==> src/sv/afsq_pkg.sv <==
// Shared types, constants and helper functions for the acked frame send queue.
// Used by the top level and afsq_sched (afsq_ram does not need it); depends on nothing else.
`default_nettype none

package afsq_pkg;

    localparam int QUEUE_DEPTH = 8;
    localparam int QADDR_W = (QUEUE_DEPTH > 1) ? $clog2(QUEUE_DEPTH) : 1;
    // Queue indexes count modulo twice the depth, so full and empty differ.
    localparam int QIDX_W = QADDR_W + 1;

    localparam int CFG_DATA_W = 16;
    localparam int CFG_INDEX_W = 3;

    localparam logic [15:0] WAIT_SENT_RESET = 16'd10;
    localparam logic [15:0] WAIT_ACK_RESET = 16'd30;
    localparam logic [3:0] MAX_SENDS_RESET = 4'd3;
    localparam logic [7:0] ACK_CMD_RESET = 8'd0;
    localparam logic [7:0] UNLOCK_A_RESET = 8'd1;
    localparam logic [7:0] UNLOCK_B_RESET = 8'd2;
    localparam logic [7:0] RESET_CMD_RESET = 8'd3;

    typedef enum logic [CFG_INDEX_W-1:0] {
        REG_WAIT_SENT = 3'd0,
        REG_WAIT_ACK = 3'd1,
        REG_MAX_SENDS = 3'd2,
        REG_ACK_CMD = 3'd3,
        REG_UNLOCK_A = 3'd4,
        REG_UNLOCK_B = 3'd5,
        REG_RESET_CMD = 3'd6
    } cfg_index_t;

    typedef enum logic [1:0] {
        KIND_SUBMIT = 2'd0,
        KIND_SENT = 2'd1,
        KIND_RECV = 2'd2,
        KIND_TICK = 2'd3
    } kind_t;

    typedef enum logic [2:0] {
        ACT_NONE = 3'd0,
        ACT_TRANSMIT = 3'd1,
        ACT_REJECTED = 3'd2,
        ACT_REINIT = 3'd3,
        ACT_UNLOCK = 3'd4,
        ACT_RESET_REQ = 3'd5
    } action_t;

    typedef enum logic [1:0] {
        MODE_IDLE = 2'd0,
        MODE_WAIT_SENT = 2'd1,
        MODE_WAIT_ACK = 2'd2
    } mode_t;

    typedef enum logic {
        ST_IDLE = 1'b0,
        ST_EXEC = 1'b1
    } fsm_t;

    typedef struct packed {
        logic       needs_ack;
        logic [7:0] handle;
        logic [7:0] length;
        logic [7:0] command;
    } desc_t;

    localparam int DESC_W = $bits(desc_t);

    typedef struct packed {
        logic [15:0] wait_sent;
        logic [15:0] wait_ack;
        logic [3:0]  max_sends;
        logic [7:0]  ack_cmd;
        logic [7:0]  unlock_a;
        logic [7:0]  unlock_b;
        logic [7:0]  reset_cmd;
    } cfg_t;

    function automatic logic [QIDX_W-1:0] idx_inc(input logic [QIDX_W-1:0] i);
        return (i == QIDX_W'(2 * QUEUE_DEPTH - 1)) ? '0 : i + 1'b1;
    endfunction

    function automatic logic [QADDR_W-1:0] idx_addr(input logic [QIDX_W-1:0] i);
        logic [QIDX_W-1:0] d;
        d = i - QIDX_W'(QUEUE_DEPTH);
        return (i >= QIDX_W'(QUEUE_DEPTH)) ? d[QADDR_W-1:0] : i[QADDR_W-1:0];
    endfunction

    // Modular wrap makes the same expression right for any depth in range.
    function automatic logic [QIDX_W-1:0] idx_count(input logic [QIDX_W-1:0] w,
                                                     input logic [QIDX_W-1:0] r);
        return (w >= r) ? w - r : w + QIDX_W'(2 * QUEUE_DEPTH) - r;
    endfunction

    function automatic logic [15:0] load_ticks(input logic [15:0] v);
        return (v == 16'd0) ? 16'd1 : v;
    endfunction

endpackage

`default_nettype wire

==> src/sv/acked_frame_send_queue_with_retry_core.sv <==
// Top level of the acked frame send queue: configuration registers and ports.
// Uses afsq_pkg and afsq_sched (which holds the queue RAM).
//
// Usage: each input word is one event (submit frame, send completed, frame
// received, timer tick), taken when in_valid is high and in_stall is low.
// Every event yields exactly one output word on the out_valid / out_stall
// channel: an action code and, for a transmit, the frame descriptor.
// Accepting an event registers it and reads the queue head from the RAM; the
// execute state then updates all state and registers the result. A new event
// is taken only once the current one is done, the RAM read coming before the
// read-modify-write of the scheduler state. A finished word may wait in the
// output register while the next event is taken; when the receiver stalls
// with a word held, the block finishes its current event only once the output
// register frees, and stalls input. Reset empties the queue, drops the current
// frame, stops the timer and loads the default configuration; no clearing pass
// is needed. Configuration is written through cfg_write / cfg_index / cfg_data
// by the user only while the block is idle; the block does not enforce this.
`default_nettype none

module acked_frame_send_queue_with_retry_core (
    input  wire logic                               clk,
    input  wire logic                               rst_n,
    input  wire logic                               in_valid,
    output logic                                    in_stall,
    input  wire logic [1:0]                         kind,
    input  wire logic [7:0]                         frame_command,
    input  wire logic [7:0]                         frame_length,
    input  wire logic [7:0]                         payload_handle,
    input  wire logic                               needs_ack,
    input  wire logic [7:0]                         received_command,
    output logic                                    out_valid,
    input  wire logic                               out_stall,
    output logic [2:0]                              action,
    output logic [7:0]                              tx_command,
    output logic [7:0]                              tx_length,
    output logic [7:0]                              tx_handle,
    output logic                                    tx_needs_ack,
    input  wire logic                               cfg_write,
    input  wire logic [afsq_pkg::CFG_INDEX_W-1:0]   cfg_index,
    input  wire logic [afsq_pkg::CFG_DATA_W-1:0]    cfg_data
);

    afsq_pkg::cfg_t  cfg_reg, cfg_next;
    afsq_pkg::desc_t in_desc;
    afsq_pkg::desc_t out_desc;

    always_ff @(posedge clk or negedge rst_n)
    begin
        if (!rst_n)
        begin
            cfg_reg.wait_sent <= afsq_pkg::WAIT_SENT_RESET;
            cfg_reg.wait_ack <= afsq_pkg::WAIT_ACK_RESET;
            cfg_reg.max_sends <= afsq_pkg::MAX_SENDS_RESET;
            cfg_reg.ack_cmd <= afsq_pkg::ACK_CMD_RESET;
            cfg_reg.unlock_a <= afsq_pkg::UNLOCK_A_RESET;
            cfg_reg.unlock_b <= afsq_pkg::UNLOCK_B_RESET;
            cfg_reg.reset_cmd <= afsq_pkg::RESET_CMD_RESET;
        end
        else
        begin
            cfg_reg <= cfg_next;
        end
    end

    always_comb
    begin
        cfg_next = cfg_reg;
        if (cfg_write)
        begin
            unique case (afsq_pkg::cfg_index_t'(cfg_index))
                afsq_pkg::REG_WAIT_SENT: cfg_next.wait_sent = cfg_data;
                afsq_pkg::REG_WAIT_ACK:  cfg_next.wait_ack = cfg_data;
                afsq_pkg::REG_MAX_SENDS: cfg_next.max_sends = cfg_data[3:0];
                afsq_pkg::REG_ACK_CMD:   cfg_next.ack_cmd = cfg_data[7:0];
                afsq_pkg::REG_UNLOCK_A:  cfg_next.unlock_a = cfg_data[7:0];
                afsq_pkg::REG_UNLOCK_B:  cfg_next.unlock_b = cfg_data[7:0];
                afsq_pkg::REG_RESET_CMD: cfg_next.reset_cmd = cfg_data[7:0];
                default:
                begin
                end
            endcase
        end
    end

    assign in_desc.needs_ack = needs_ack;
    assign in_desc.handle = payload_handle;
    assign in_desc.length = frame_length;
    assign in_desc.command = frame_command;

    afsq_sched u_sched (
        .clk             (clk),
        .rst_n           (rst_n),
        .cfg             (cfg_reg),
        .in_valid        (in_valid),
        .in_stall        (in_stall),
        .kind            (kind),
        .in_desc         (in_desc),
        .received_command(received_command),
        .out_valid       (out_valid),
        .out_stall       (out_stall),
        .action          (action),
        .out_desc        (out_desc)
    );

    assign tx_command = out_desc.command;
    assign tx_length = out_desc.length;
    assign tx_handle = out_desc.handle;
    assign tx_needs_ack = out_desc.needs_ack;

endmodule

`default_nettype wire

==> src/sv/afsq_ram.sv <==
// Generic single-port-write, single-port-read RAM with a registered read.
// Stand-alone; no package needed.
`default_nettype none

module afsq_ram #(
    parameter int WIDTH = 25,
    parameter int DEPTH = 8,
    parameter int ADDR_W = (DEPTH > 1) ? $clog2(DEPTH) : 1
) (
    input  wire logic              clk,
    input  wire logic              we,
    input  wire logic [ADDR_W-1:0] waddr,
    input  wire logic [WIDTH-1:0]  wdata,
    input  wire logic              re,
    input  wire logic [ADDR_W-1:0] raddr,
    output logic      [WIDTH-1:0]  rdata
);

    logic [WIDTH-1:0] mem [DEPTH];

    always_ff @(posedge clk)
    begin
        if (we)
        begin
            mem[waddr] <= wdata;
        end
        if (re)
        begin
            rdata <= mem[raddr];
        end
    end

endmodule

`default_nettype wire

==> src/sv/afsq_sched.sv <==
// Frame scheduler: queue indexes, current frame, mode, retry counter and timer,
// with the descriptor queue in afsq_ram. Uses afsq_pkg.
`default_nettype none

module afsq_sched (
    input  wire logic                  clk,
    input  wire logic                  rst_n,
    input  wire afsq_pkg::cfg_t        cfg,
    input  wire logic                  in_valid,
    output logic                       in_stall,
    input  wire logic [1:0]            kind,
    input  wire afsq_pkg::desc_t       in_desc,
    input  wire logic [7:0]            received_command,
    output logic                       out_valid,
    input  wire logic                  out_stall,
    output logic [2:0]                 action,
    output afsq_pkg::desc_t            out_desc
);

    afsq_pkg::fsm_t                 st_reg, st_next;
    afsq_pkg::mode_t                mode_reg, mode_next;
    logic [afsq_pkg::QIDX_W-1:0]    rd_reg, rd_next;
    logic [afsq_pkg::QIDX_W-1:0]    wr_reg, wr_next;
    afsq_pkg::desc_t                cur_reg, cur_next;
    logic                           cur_valid_reg, cur_valid_next;
    logic [3:0]                     sends_reg, sends_next;
    logic [15:0]                    ticks_reg, ticks_next;
    afsq_pkg::kind_t                kind_reg;
    afsq_pkg::desc_t                desc_reg;
    logic [7:0]                     rc_reg;
    logic                           out_valid_reg, out_valid_next;
    afsq_pkg::action_t              act_reg, act_next;
    afsq_pkg::desc_t                tx_reg, tx_next;

    logic                           accept;
    logic                           fire;
    logic [afsq_pkg::QIDX_W-1:0]    count;
    logic                           push;
    logic                           do_start;
    logic                           start_avail;
    logic [15:0]                    tick_dec;
    afsq_pkg::desc_t                ram_rdata;
    afsq_pkg::desc_t                head;

    assign accept = in_valid && !in_stall;
    assign in_stall = (st_reg != afsq_pkg::ST_IDLE);
    assign fire = (st_reg == afsq_pkg::ST_EXEC) && (!out_valid_reg || !out_stall);
    assign count = afsq_pkg::idx_count(wr_reg, rd_reg);
    assign tick_dec = ticks_reg - 16'd1;

    // With an empty queue the word just submitted is the head; the RAM read
    // was issued before it was written.
    assign head = (count == '0) ? desc_reg : ram_rdata;

    afsq_ram #(
        .WIDTH (afsq_pkg::DESC_W),
        .DEPTH (afsq_pkg::QUEUE_DEPTH),
        .ADDR_W(afsq_pkg::QADDR_W)
    ) u_queue (
        .clk  (clk),
        .we   (push),
        .waddr(afsq_pkg::idx_addr(wr_reg)),
        .wdata(desc_reg),
        .re   (accept),
        .raddr(afsq_pkg::idx_addr(rd_reg)),
        .rdata(ram_rdata)
    );

    always_ff @(posedge clk or negedge rst_n)
    begin
        if (!rst_n)
        begin
            st_reg <= afsq_pkg::ST_IDLE;
            mode_reg <= afsq_pkg::MODE_IDLE;
            rd_reg <= '0;
            wr_reg <= '0;
            cur_reg <= '0;
            cur_valid_reg <= 1'b0;
            sends_reg <= '0;
            ticks_reg <= '0;
            out_valid_reg <= 1'b0;
        end
        else
        begin
            st_reg <= st_next;
            mode_reg <= mode_next;
            rd_reg <= rd_next;
            wr_reg <= wr_next;
            cur_reg <= cur_next;
            cur_valid_reg <= cur_valid_next;
            sends_reg <= sends_next;
            ticks_reg <= ticks_next;
            out_valid_reg <= out_valid_next;
        end
    end

    always_ff @(posedge clk)
    begin
        if (accept)
        begin
            kind_reg <= afsq_pkg::kind_t'(kind);
            desc_reg <= in_desc;
            rc_reg <= received_command;
        end
        if (fire)
        begin
            act_reg <= act_next;
            tx_reg <= tx_next;
        end
    end

    always_comb
    begin
        st_next = st_reg;
        mode_next = mode_reg;
        rd_next = rd_reg;
        wr_next = wr_reg;
        cur_next = cur_reg;
        cur_valid_next = cur_valid_reg;
        sends_next = sends_reg;
        ticks_next = ticks_reg;
        act_next = afsq_pkg::ACT_NONE;
        tx_next = '0;
        push = 1'b0;
        do_start = 1'b0;
        start_avail = (count != '0);

        unique case (st_reg)
            afsq_pkg::ST_IDLE:
            begin
                if (accept)
                begin
                    st_next = afsq_pkg::ST_EXEC;
                end
            end
            afsq_pkg::ST_EXEC:
            begin
                if (fire)
                begin
                    st_next = afsq_pkg::ST_IDLE;
                    unique case (kind_reg)
                        afsq_pkg::KIND_SUBMIT:
                        begin
                            if (count == afsq_pkg::QIDX_W'(afsq_pkg::QUEUE_DEPTH))
                            begin
                                rd_next = wr_reg;
                                cur_valid_next = 1'b0;
                                cur_next = '0;
                                mode_next = afsq_pkg::MODE_IDLE;
                                ticks_next = '0;
                                act_next = afsq_pkg::ACT_REJECTED;
                            end
                            else
                            begin
                                push = 1'b1;
                                wr_next = afsq_pkg::idx_inc(wr_reg);
                                start_avail = 1'b1;
                                do_start = (mode_reg == afsq_pkg::MODE_IDLE);
                            end
                        end
                        afsq_pkg::KIND_SENT:
                        begin
                            if (cur_valid_reg && mode_reg != afsq_pkg::MODE_IDLE)
                            begin
                                if (cur_reg.needs_ack)
                                begin
                                    mode_next = afsq_pkg::MODE_WAIT_ACK;
                                    ticks_next = afsq_pkg::load_ticks(cfg.wait_ack);
                                end
                                else
                                begin
                                    do_start = 1'b1;
                                end
                            end
                        end
                        afsq_pkg::KIND_RECV:
                        begin
                            priority if (rc_reg == cfg.ack_cmd)
                            begin
                                do_start = (mode_reg == afsq_pkg::MODE_WAIT_ACK);
                            end
                            else if (rc_reg == cfg.unlock_a || rc_reg == cfg.unlock_b)
                            begin
                                act_next = afsq_pkg::ACT_UNLOCK;
                            end
                            else if (rc_reg == cfg.reset_cmd)
                            begin
                                act_next = afsq_pkg::ACT_RESET_REQ;
                            end
                        end
                        afsq_pkg::KIND_TICK:
                        begin
                            if (ticks_reg != '0)
                            begin
                                ticks_next = tick_dec;
                                if (tick_dec == '0 && (mode_reg == afsq_pkg::MODE_WAIT_SENT
                                    || mode_reg == afsq_pkg::MODE_WAIT_ACK))
                                begin
                                    if (sends_reg < cfg.max_sends && cur_valid_reg)
                                    begin
                                        sends_next = sends_reg + 4'd1;
                                        ticks_next = afsq_pkg::load_ticks(
                                            (mode_reg == afsq_pkg::MODE_WAIT_SENT)
                                            ? cfg.wait_sent : cfg.wait_ack);
                                        act_next = afsq_pkg::ACT_TRANSMIT;
                                        tx_next = cur_reg;
                                    end
                                    else
                                    begin
                                        rd_next = wr_reg;
                                        cur_valid_next = 1'b0;
                                        cur_next = '0;
                                        mode_next = afsq_pkg::MODE_IDLE;
                                        ticks_next = '0;
                                        act_next = afsq_pkg::ACT_REINIT;
                                    end
                                end
                            end
                        end
                        default:
                        begin
                        end
                    endcase

                    // Pop the oldest frame and transmit it, or go idle when none waits.
                    if (do_start)
                    begin
                        if (start_avail)
                        begin
                            cur_next = head;
                            cur_valid_next = 1'b1;
                            rd_next = afsq_pkg::idx_inc(rd_reg);
                            mode_next = afsq_pkg::MODE_WAIT_SENT;
                            sends_next = 4'd1;
                            ticks_next = afsq_pkg::load_ticks(cfg.wait_sent);
                            act_next = afsq_pkg::ACT_TRANSMIT;
                            tx_next = head;
                        end
                        else
                        begin
                            cur_next = '0;
                            cur_valid_next = 1'b0;
                            mode_next = afsq_pkg::MODE_IDLE;
                            ticks_next = '0;
                        end
                    end
                end
            end
            default:
            begin
                st_next = afsq_pkg::ST_IDLE;
            end
        endcase

        if (fire)
        begin
            out_valid_next = 1'b1;
        end
        else if (!out_stall)
        begin
            out_valid_next = 1'b0;
        end
        else
        begin
            out_valid_next = out_valid_reg;
        end
    end

    assign out_valid = out_valid_reg;
    assign action = act_reg;
    assign out_desc = tx_reg;

endmodule

`default_nettype wire

==> config.mk <==
export PLATFORM = sky130hd
export DESIGN_NAME = acked_frame_send_queue_with_retry_core
export DESIGN_NICKNAME = d
export VERILOG_FILES = /design/src/sv/afsq_pkg.sv /design/src/sv/acked_frame_send_queue_with_retry_core.sv /design/src/sv/afsq_ram.sv /design/src/sv/afsq_sched.sv
export SDC_FILE = /design/constraint.sdc
export NUM_CORES = 1
export LEC_CHECK = 0
export BUFFER_PORTS_ARGS = -buffer_cell sky130_fd_sc_hd__buf_4
export CAP_MARGIN = 20
export CELL_PAD_IN_SITES_DETAIL_PLACEMENT = 1
export CELL_PAD_IN_SITES_GLOBAL_PLACEMENT = 1
export CORE_MARGIN = 2
export CORE_UTILIZATION = 45
export DETAILED_ROUTE_END_ITERATION = 16
export PLACE_DENSITY_LB_ADDON = 0.25
export SLEW_MARGIN = 5
export SYNTH_ARGS = -nofsm -noshare
export SYNTH_HDL_FRONTEND = slang
export SYNTH_SLANG_ARGS = --single-unit
==> constraint.sdc <==
create_clock -name clk -period 7.7 [get_ports clk]
set_input_delay 0.77 -clock clk [delete_from_list [all_inputs] [get_ports clk]]
set_output_delay 0.77 -clock clk [all_outputs]
set_load 0.02 [all_outputs]
After elaboration in Yosys (flattened, before gate mapping)
Memory sizes are Yosys's and may differ from the RTL's. A register that Yosys moved wholly into a read port is not among the register bits.
Cells that the tools add are included.
Operators by class
  add/subtract/negate cells: 7
  $lt $le $gt $ge: 3
  muxes and demuxes: 91
  equal/unequal tests: 25
  bitwise operators: 2
  reductions and logical operators: 37
Operators with widths (number)
  $mux W25: 12
  $mux W16: 12
  $logic_not A16 Y1: 4
  $mux W4: 14
  $pmux W25 S2: 1
  $pmux W16 S3: 1
  $eq A8 B8 Y1: 4
  $mux W1: 27
  $mux W3: 9
  $mux W2: 9
  $reduce_and A2 Y1: 8
  $reduce_bool A16 Y1: 1
  $sub A16 B1 Y16 const B: 1
  $ne A3 B1 Y1 const B: 5
  $reduce_and A7 Y1: 2
  $add A4 B1 Y4 const B: 3
  $eq A4 B4 Y1 const B: 3
  $eq A3 B3 Y1 const B: 3
  $pmux W3 S3: 1
  $reduce_and A9 Y1: 1
  $ge A4 B4 Y1 const B: 2
  $pmux W4 S2: 1
  $reduce_bool A4 Y1: 2
  $eq A2 B2 Y1 const B: 3
  22 further kinds: 36
Word-level totals
  logic and storage cells: 196
  flip-flop bits (word level): 189
  memories: 1
  memory bits (writable): 200
Memory list
  u_sched.u_queue.mem: words 8, width 25, read ports 1, clocked after Yosys merged registers in 1, write ports 1, RTL line afsq_ram.sv:19  | logic [WIDTH-1:0] mem [DEPTH];

Longest topological paths before layout
  depth in word-level cells: 9
  gate-level depth with buffers: 13
  gate-level depth less buffers: 9

By module
From an unflattened synthesis, not the netlist that was laid out.
Unflattened totals
  cells, all modules: 1129
  area total of the unflattened synthesis: 18003.5 µm²
Modules (own cells, without submodules)
  afsq_ram: times used 1, area each 8511.9 µm², cells an instance 328, sequential area each 6756.5 µm²
  afsq_sched: times used 1, area each 6824.0 µm², cells an instance 650, sequential area each 3343.2 µm²
  acked_frame_send_queue_with_retry_core: times used 1, area each 2667.6 µm², cells an instance 151, sequential area each 1716.6 µm²

Worst setup path after synthesis
OpenSTA, ideal clock, no wires.
  kind: register to register
  start point: register u_sched.rd_reg[2] (netlist name)
  end point: memory u_sched.u_queue.mem[2][0], enable pin
  arrival time: 4.140 ns
  stages on the path, launching flop included: 10
  clock period less this slack: 4.584 ns
  buffers on the path: 1
  data required time: 7.256 ns
  setup slack: 3.116 ns
  path through: dfrtp_1 > clkinv_1 > clkbuf_1 > ha_1 > a21oi_1 > a21oi_1 > nor4_1 > nor3_1 > nand2_1 > nor3b_1
On the way
  word-level cells in the longest chain between the ends: 8
RTL lines
  start, declared: RTL line afsq_sched.sv:22  | logic [afsq_pkg::QIDX_W-1:0] rd_reg, rd_next;
  start signal, assigned: RTL line afsq_sched.sv:87  | rd_reg <= rd_next;
  $sub A4 B4 Y4: RTL line afsq_pkg.sv:92  | return (w >= r) ? w - r : w + QIDX_W'(2 * QUEUE_DEPTH) - r;
  $eq A4 B4 Y1: RTL line afsq_sched.sv:144  | if (count == afsq_pkg::QIDX_W'(afsq_pkg::QUEUE_DEPTH))
  $mux W1: RTL line afsq_sched.sv:144
  $mux W1: RTL line afsq_sched.sv:141  | unique case (kind_reg)
  $mux W1: RTL line afsq_sched.sv:138  | if (fire)
  $mux W1: RTL line afsq_sched.sv:128  | unique case (st_reg)
  $mux W1: RTL line afsq_ram.sv:23  | if (we)
  $mux W1 (implied by the code): RTL line afsq_ram.sv:25  | mem[waddr] <= wdata;
  end, declared: RTL line afsq_ram.sv:19
No other way between the ends.

Final worst setup path
  start point: register u_sched.ticks_reg[0]
  end point: register u_sched.tx_reg (netlist bit u_sched.out_desc[11]) (data pin)
On the way
  word-level cells in the longest chain between the ends: 8
  elaborated cells on any way between the ends: 9
  those cells by class: add/sub (1); mux (5); reduce/logical (3)
RTL lines
  start, declared: RTL line afsq_sched.sv:27  | logic [15:0] ticks_reg, ticks_next;
  start signal, assigned: RTL line afsq_sched.sv:92  | ticks_reg <= ticks_next;
  $sub A16 B1 Y16: RTL line afsq_sched.sv:49  | assign tick_dec = ticks_reg - 16'd1;
  $logic_not A16 Y1: RTL line afsq_sched.sv:196  | if (tick_dec == '0 && (mode_reg == afsq_pkg::MODE_WAIT_SENT
  $logic_and A1 B1 Y1: RTL line afsq_sched.sv:196
  $mux W25: RTL line afsq_sched.sv:196
  $mux W25 *: RTL line afsq_sched.sv:193  | if (ticks_reg != '0)
  $mux W25 *: RTL line afsq_sched.sv:141
  $mux W25: RTL line afsq_sched.sv:228  | if (start_avail)
  $mux W25 *: RTL line afsq_sched.sv:226  | if (do_start)
  end signal, assigned: RTL line afsq_sched.sv:108  | tx_reg <= tx_next;
  end, declared: RTL line afsq_sched.sv:33  | afsq_pkg::desc_t tx_reg, tx_next;
Mark *: on every way between the ends. The rest lies on a longest branch, timed or not.
A chain may end at the register's enable or synchronous reset.

==> impl_metrics.ini <==
[detailed_routing]
detail_route.wl_per_cell_um = 24.3
drcViolationCount = 0
ant_nets = 0
avgViaCountPerCell = 5.72
dr.pass1.iters = 4
vias = 10400
drt_iter0_markers = 618
wl_um = 44300

[synth]
syn_nets = 1242
netlist_instances = 1164
synth_edf_count = 288
ys_ff_latch = 414
ys.flop_type = edfxtp_1
yosysWarnings = 0
ys_seq_area_share_pct = 66.5
syn_area_per_cell_um2 = 15.3
ys_types = 74
async_flop_share_pct = 30.4
syn_area_mm2 = 0.0178

[cells_and_area]
final_cell_area_mm2 = 0.0205
largest_reg_flops = 200
n_antenna_cell = 0
area_delta_synth_final_pct = 15.1
fill_cells = 3702
nets = 1350
drive_gt1_share_pct = 28.3
final_core_util_pct = 52.7

[critical_path]
end_kind = register
arrival_ns = 4.44
max_stage_delay_ns = 0.73
crit_chain = inv_1 > ha_1 > or3b_4 > xnor2_1 > nor4_1 > nand3_1 > nor2_2 > buf_16 > nand2_1 > a21boi_0
critPathKind = reg2reg
timing.rr.end = u_sched.out_desc[11]
r2r_slack_ns = 3.68
cp-endpoint = u_sched.out_desc[11]
worstPathRequired_ns = 8.12
reg2reg_depth = 10
crit_start = u_sched.ticks_reg[0]
critPathMaxFanout = 16
timing.rr.start = u_sched.ticks_reg[0]
crit_slowest_cell = nor2_2
critPathLaunchType = register

[clock_tree]
holdBufCountCts = 0
cts.reportedPaths.clkPinSlew_ns = 0.06
clock_path_buffers = 3
cts_tree = yes
post_cts_buffers = 0
cts-buffers-inserted = 44
clk_latency_ns = 0.59
cts-htree-levels = 2
clock-root-buffer = clkbuf_16
ctsResizeCount = 0
clkSinkCount = 414

[placement]
portBuffers = 88
dp_hpwl_um = 27000
gp_congestion = 0.849
place_ws_ns = 3.67
placed_area_mm2 = 0.0191

[timing]
setup_viol = 0
drv_slew = 0
fmax_mhz = 249
fin_skew_ns = 0.0216
period_share_pct = 52.2
final_hold_viol_count = 0
grt_setup_unrepaired = false
worstMarginPinSlew_ns = 0.919
setup_slack_ns = 3.68
fin_crit_ns = 4.02
slew_headroom_pct = 38.8
timing.setup.tns_ns = 0
fin_hold_ws_ns = 0.270

[global_route]
grt_first_pass_wirelength_um = 68400
grtUsageTotal_pct = 22.2
antenna_found_initial = 0
grt_max_degree = 69
grt_pass1_vias = 11200
grt_overflow = 0

[pwr]
comb_power_share_pct = 25.7
seqPwrFrac_pct = 45.3
p_int_mw = 4.63
power.leakage_nw = 7.34
vdd_drop_max_mv = 0.217
p_sw_share_pct = 31.8
cellPowerDensity_mw_per_mm2 = 332
clockPowerShare_pct = 29.0
power.switching_mw = 2.16

[floorplanning]
boundaryPins = 89
start_util_pct = 45.8
die_w_um = 203
row_count = 72
die_h_um = 203
core_area_mm2 = 0.0388
dieArea_mm2 = 0.0411

[min_path]
holdCritPathClass = in2async

[flow_run]
cap_viol_max_count = 0

[status]
outcome = finished clean
-- routing by layer --
metal	vias up	share of wire, %	GRT usage, %	routed length [µm]
met5	-	0	0	0
met2	258	50	37.3	22200
li1	4673	-	-	-
met4	0	2.4	7.33	1070
met3	70	4.5	4.08	1980
met1	5439	43	29.3	19000
-- cell type report --
type                            count  area, µm²  area share [%]
Sequential cell                   414      11800            57.8
Inverter                           24       90.1           0.440
Timing Repair Buffer              113        886            4.33
Multi-Input combinational cell    675       5680            27.8
Clock buffer                       60       1190            5.82
Tap cell                          518        648            3.17
Clock inverter                     20        140           0.685
-- synth_stat cells (4+ instances only) --
library cell,number,share of area [%]
a21boi_0,25,1.1
a21o_1,5,0.21
a21oi_1,21,0.59
a221oi_1,7,0.34
a22oi_1,4,0.17
a31oi_1,6,0.21
and3_1,6,0.21
buf_1,6,0.13
buf_2,5,0.14
clkbuf_1,35,0.74
dfrtp_1,114,16
dfstp_2,12,1.8
edfxtp_1,288,49
ha_1,19,1.3
inv_1,22,0.46
mux2_2,91,5.8
mux2i_1,4,0.23
mux4_2,50,6.3
nand2_1,167,3.5
nand2b_1,7,0.25
nand3_1,13,0.37
nand3b_1,5,0.21
nand4_1,12,0.42
nand4b_1,4,0.20
nor2_1,23,0.49
nor3_1,11,0.31
nor3b_1,9,0.38
nor4_1,17,0.60
o211ai_1,4,0.17
o21ai_0,29,0.82
o2bb2ai_1,8,0.39
o2bb2ai_2,20,1.7
xnor2_1,15,0.74
xor2_1,27,1.3
-- worst min-delay path by stage --
| stage | startpoint | endpoint | cells past startpoint |
|---|---|---|---|
| 6_report | rst_n | cfg_reg[12] | 1 |
| 5_1_grt | rst_n | cfg_reg[12] | 1 |
| 4_1_cts | rst_n | u_sched.cur_reg[14] | 1 |
| 3_5_place_dp | u_sched.cur_reg[23] | u_sched.cur_reg[23] | 1 |
| 3_3_place_gp | u_sched.cur_reg[8] | u_sched.cur_reg[8] | 1 |
| 2_1_floorplan | u_sched.cur_reg[10] | u_sched.cur_reg[10] | 1 |
-- kinds of logic (layout without fill, tap and decap cells) --
family	count (synthesis)	after routing	synth area share (%)
buffers and inverters	75	217	1.87
flip-flops	414	414	66.5
AO/OA/AOI/OAI	170	170	7.62
multiplexers	145	145	12.3
XOR/XNOR	42	42	2.07
adder cells (fa/ha/maj)	19	19	1.34
AND/OR/NAND/NOR	299	299	8.29
-- power by group through the flow --
stage | sequential (mW) | combinational, mW | clock (mW)
after global routing | 3.12 | 1.91 | 2.10
final | 3.07 | 1.74 | 1.97
after floorplan | 2.99 | 1.30 | 0
after detailed placement | 3.11 | 1.75 | 0
after CTS | 3.08 | 1.76 | 2.02
after global placement | 3.10 | 1.69 | 0
-- cell usage in the layout (no fill, tap or decap), drive strengths merged, types with 5 or more instances in the layout --
cell     synthesis  layout
edfxtp         288     288
nand2          167     167
dfrtp          114     114
buf             16     113
mux2            91      91
clkbuf          35      60
mux4            50      50
o21ai           31      31
o2bb2ai         28      28
xor2            27      27
a21boi          25      25
nor2            25      25
inv             23      24
a21oi           21      21
clkinv           1      20
ha              19      19
nor4            19      19
xnor2           15      15
nand3           13      13
nor3            13      13
nand4           12      12
dfstp           12      12
nor3b           10      10
nand2b           8       8
a221oi           7       7
and3             6       6
a31oi            6       6
nand3b           5       5
a21o             5       5
-- through the flow --
stage	std cells	total power, mW
floorplan	1164	4.28
global placement	1741	4.79
detailed placement	1743	4.86
CTS	1823	6.86
global route	1824	7.13
finish	1824	6.79
-- worst max-delay path: cells and delay by family, from the launching register on --
kind                       cells  cell delay, ns
AOI/OAI and AO/OA              1            0.21
xor gates and xnor gates       1            0.14
adders and majority gates      1            0.24
buffers and inverters          2            0.36
DFF                            1            0.45
and+or+nand+nor                5            2.46
(Power assumes the default switching activity.)
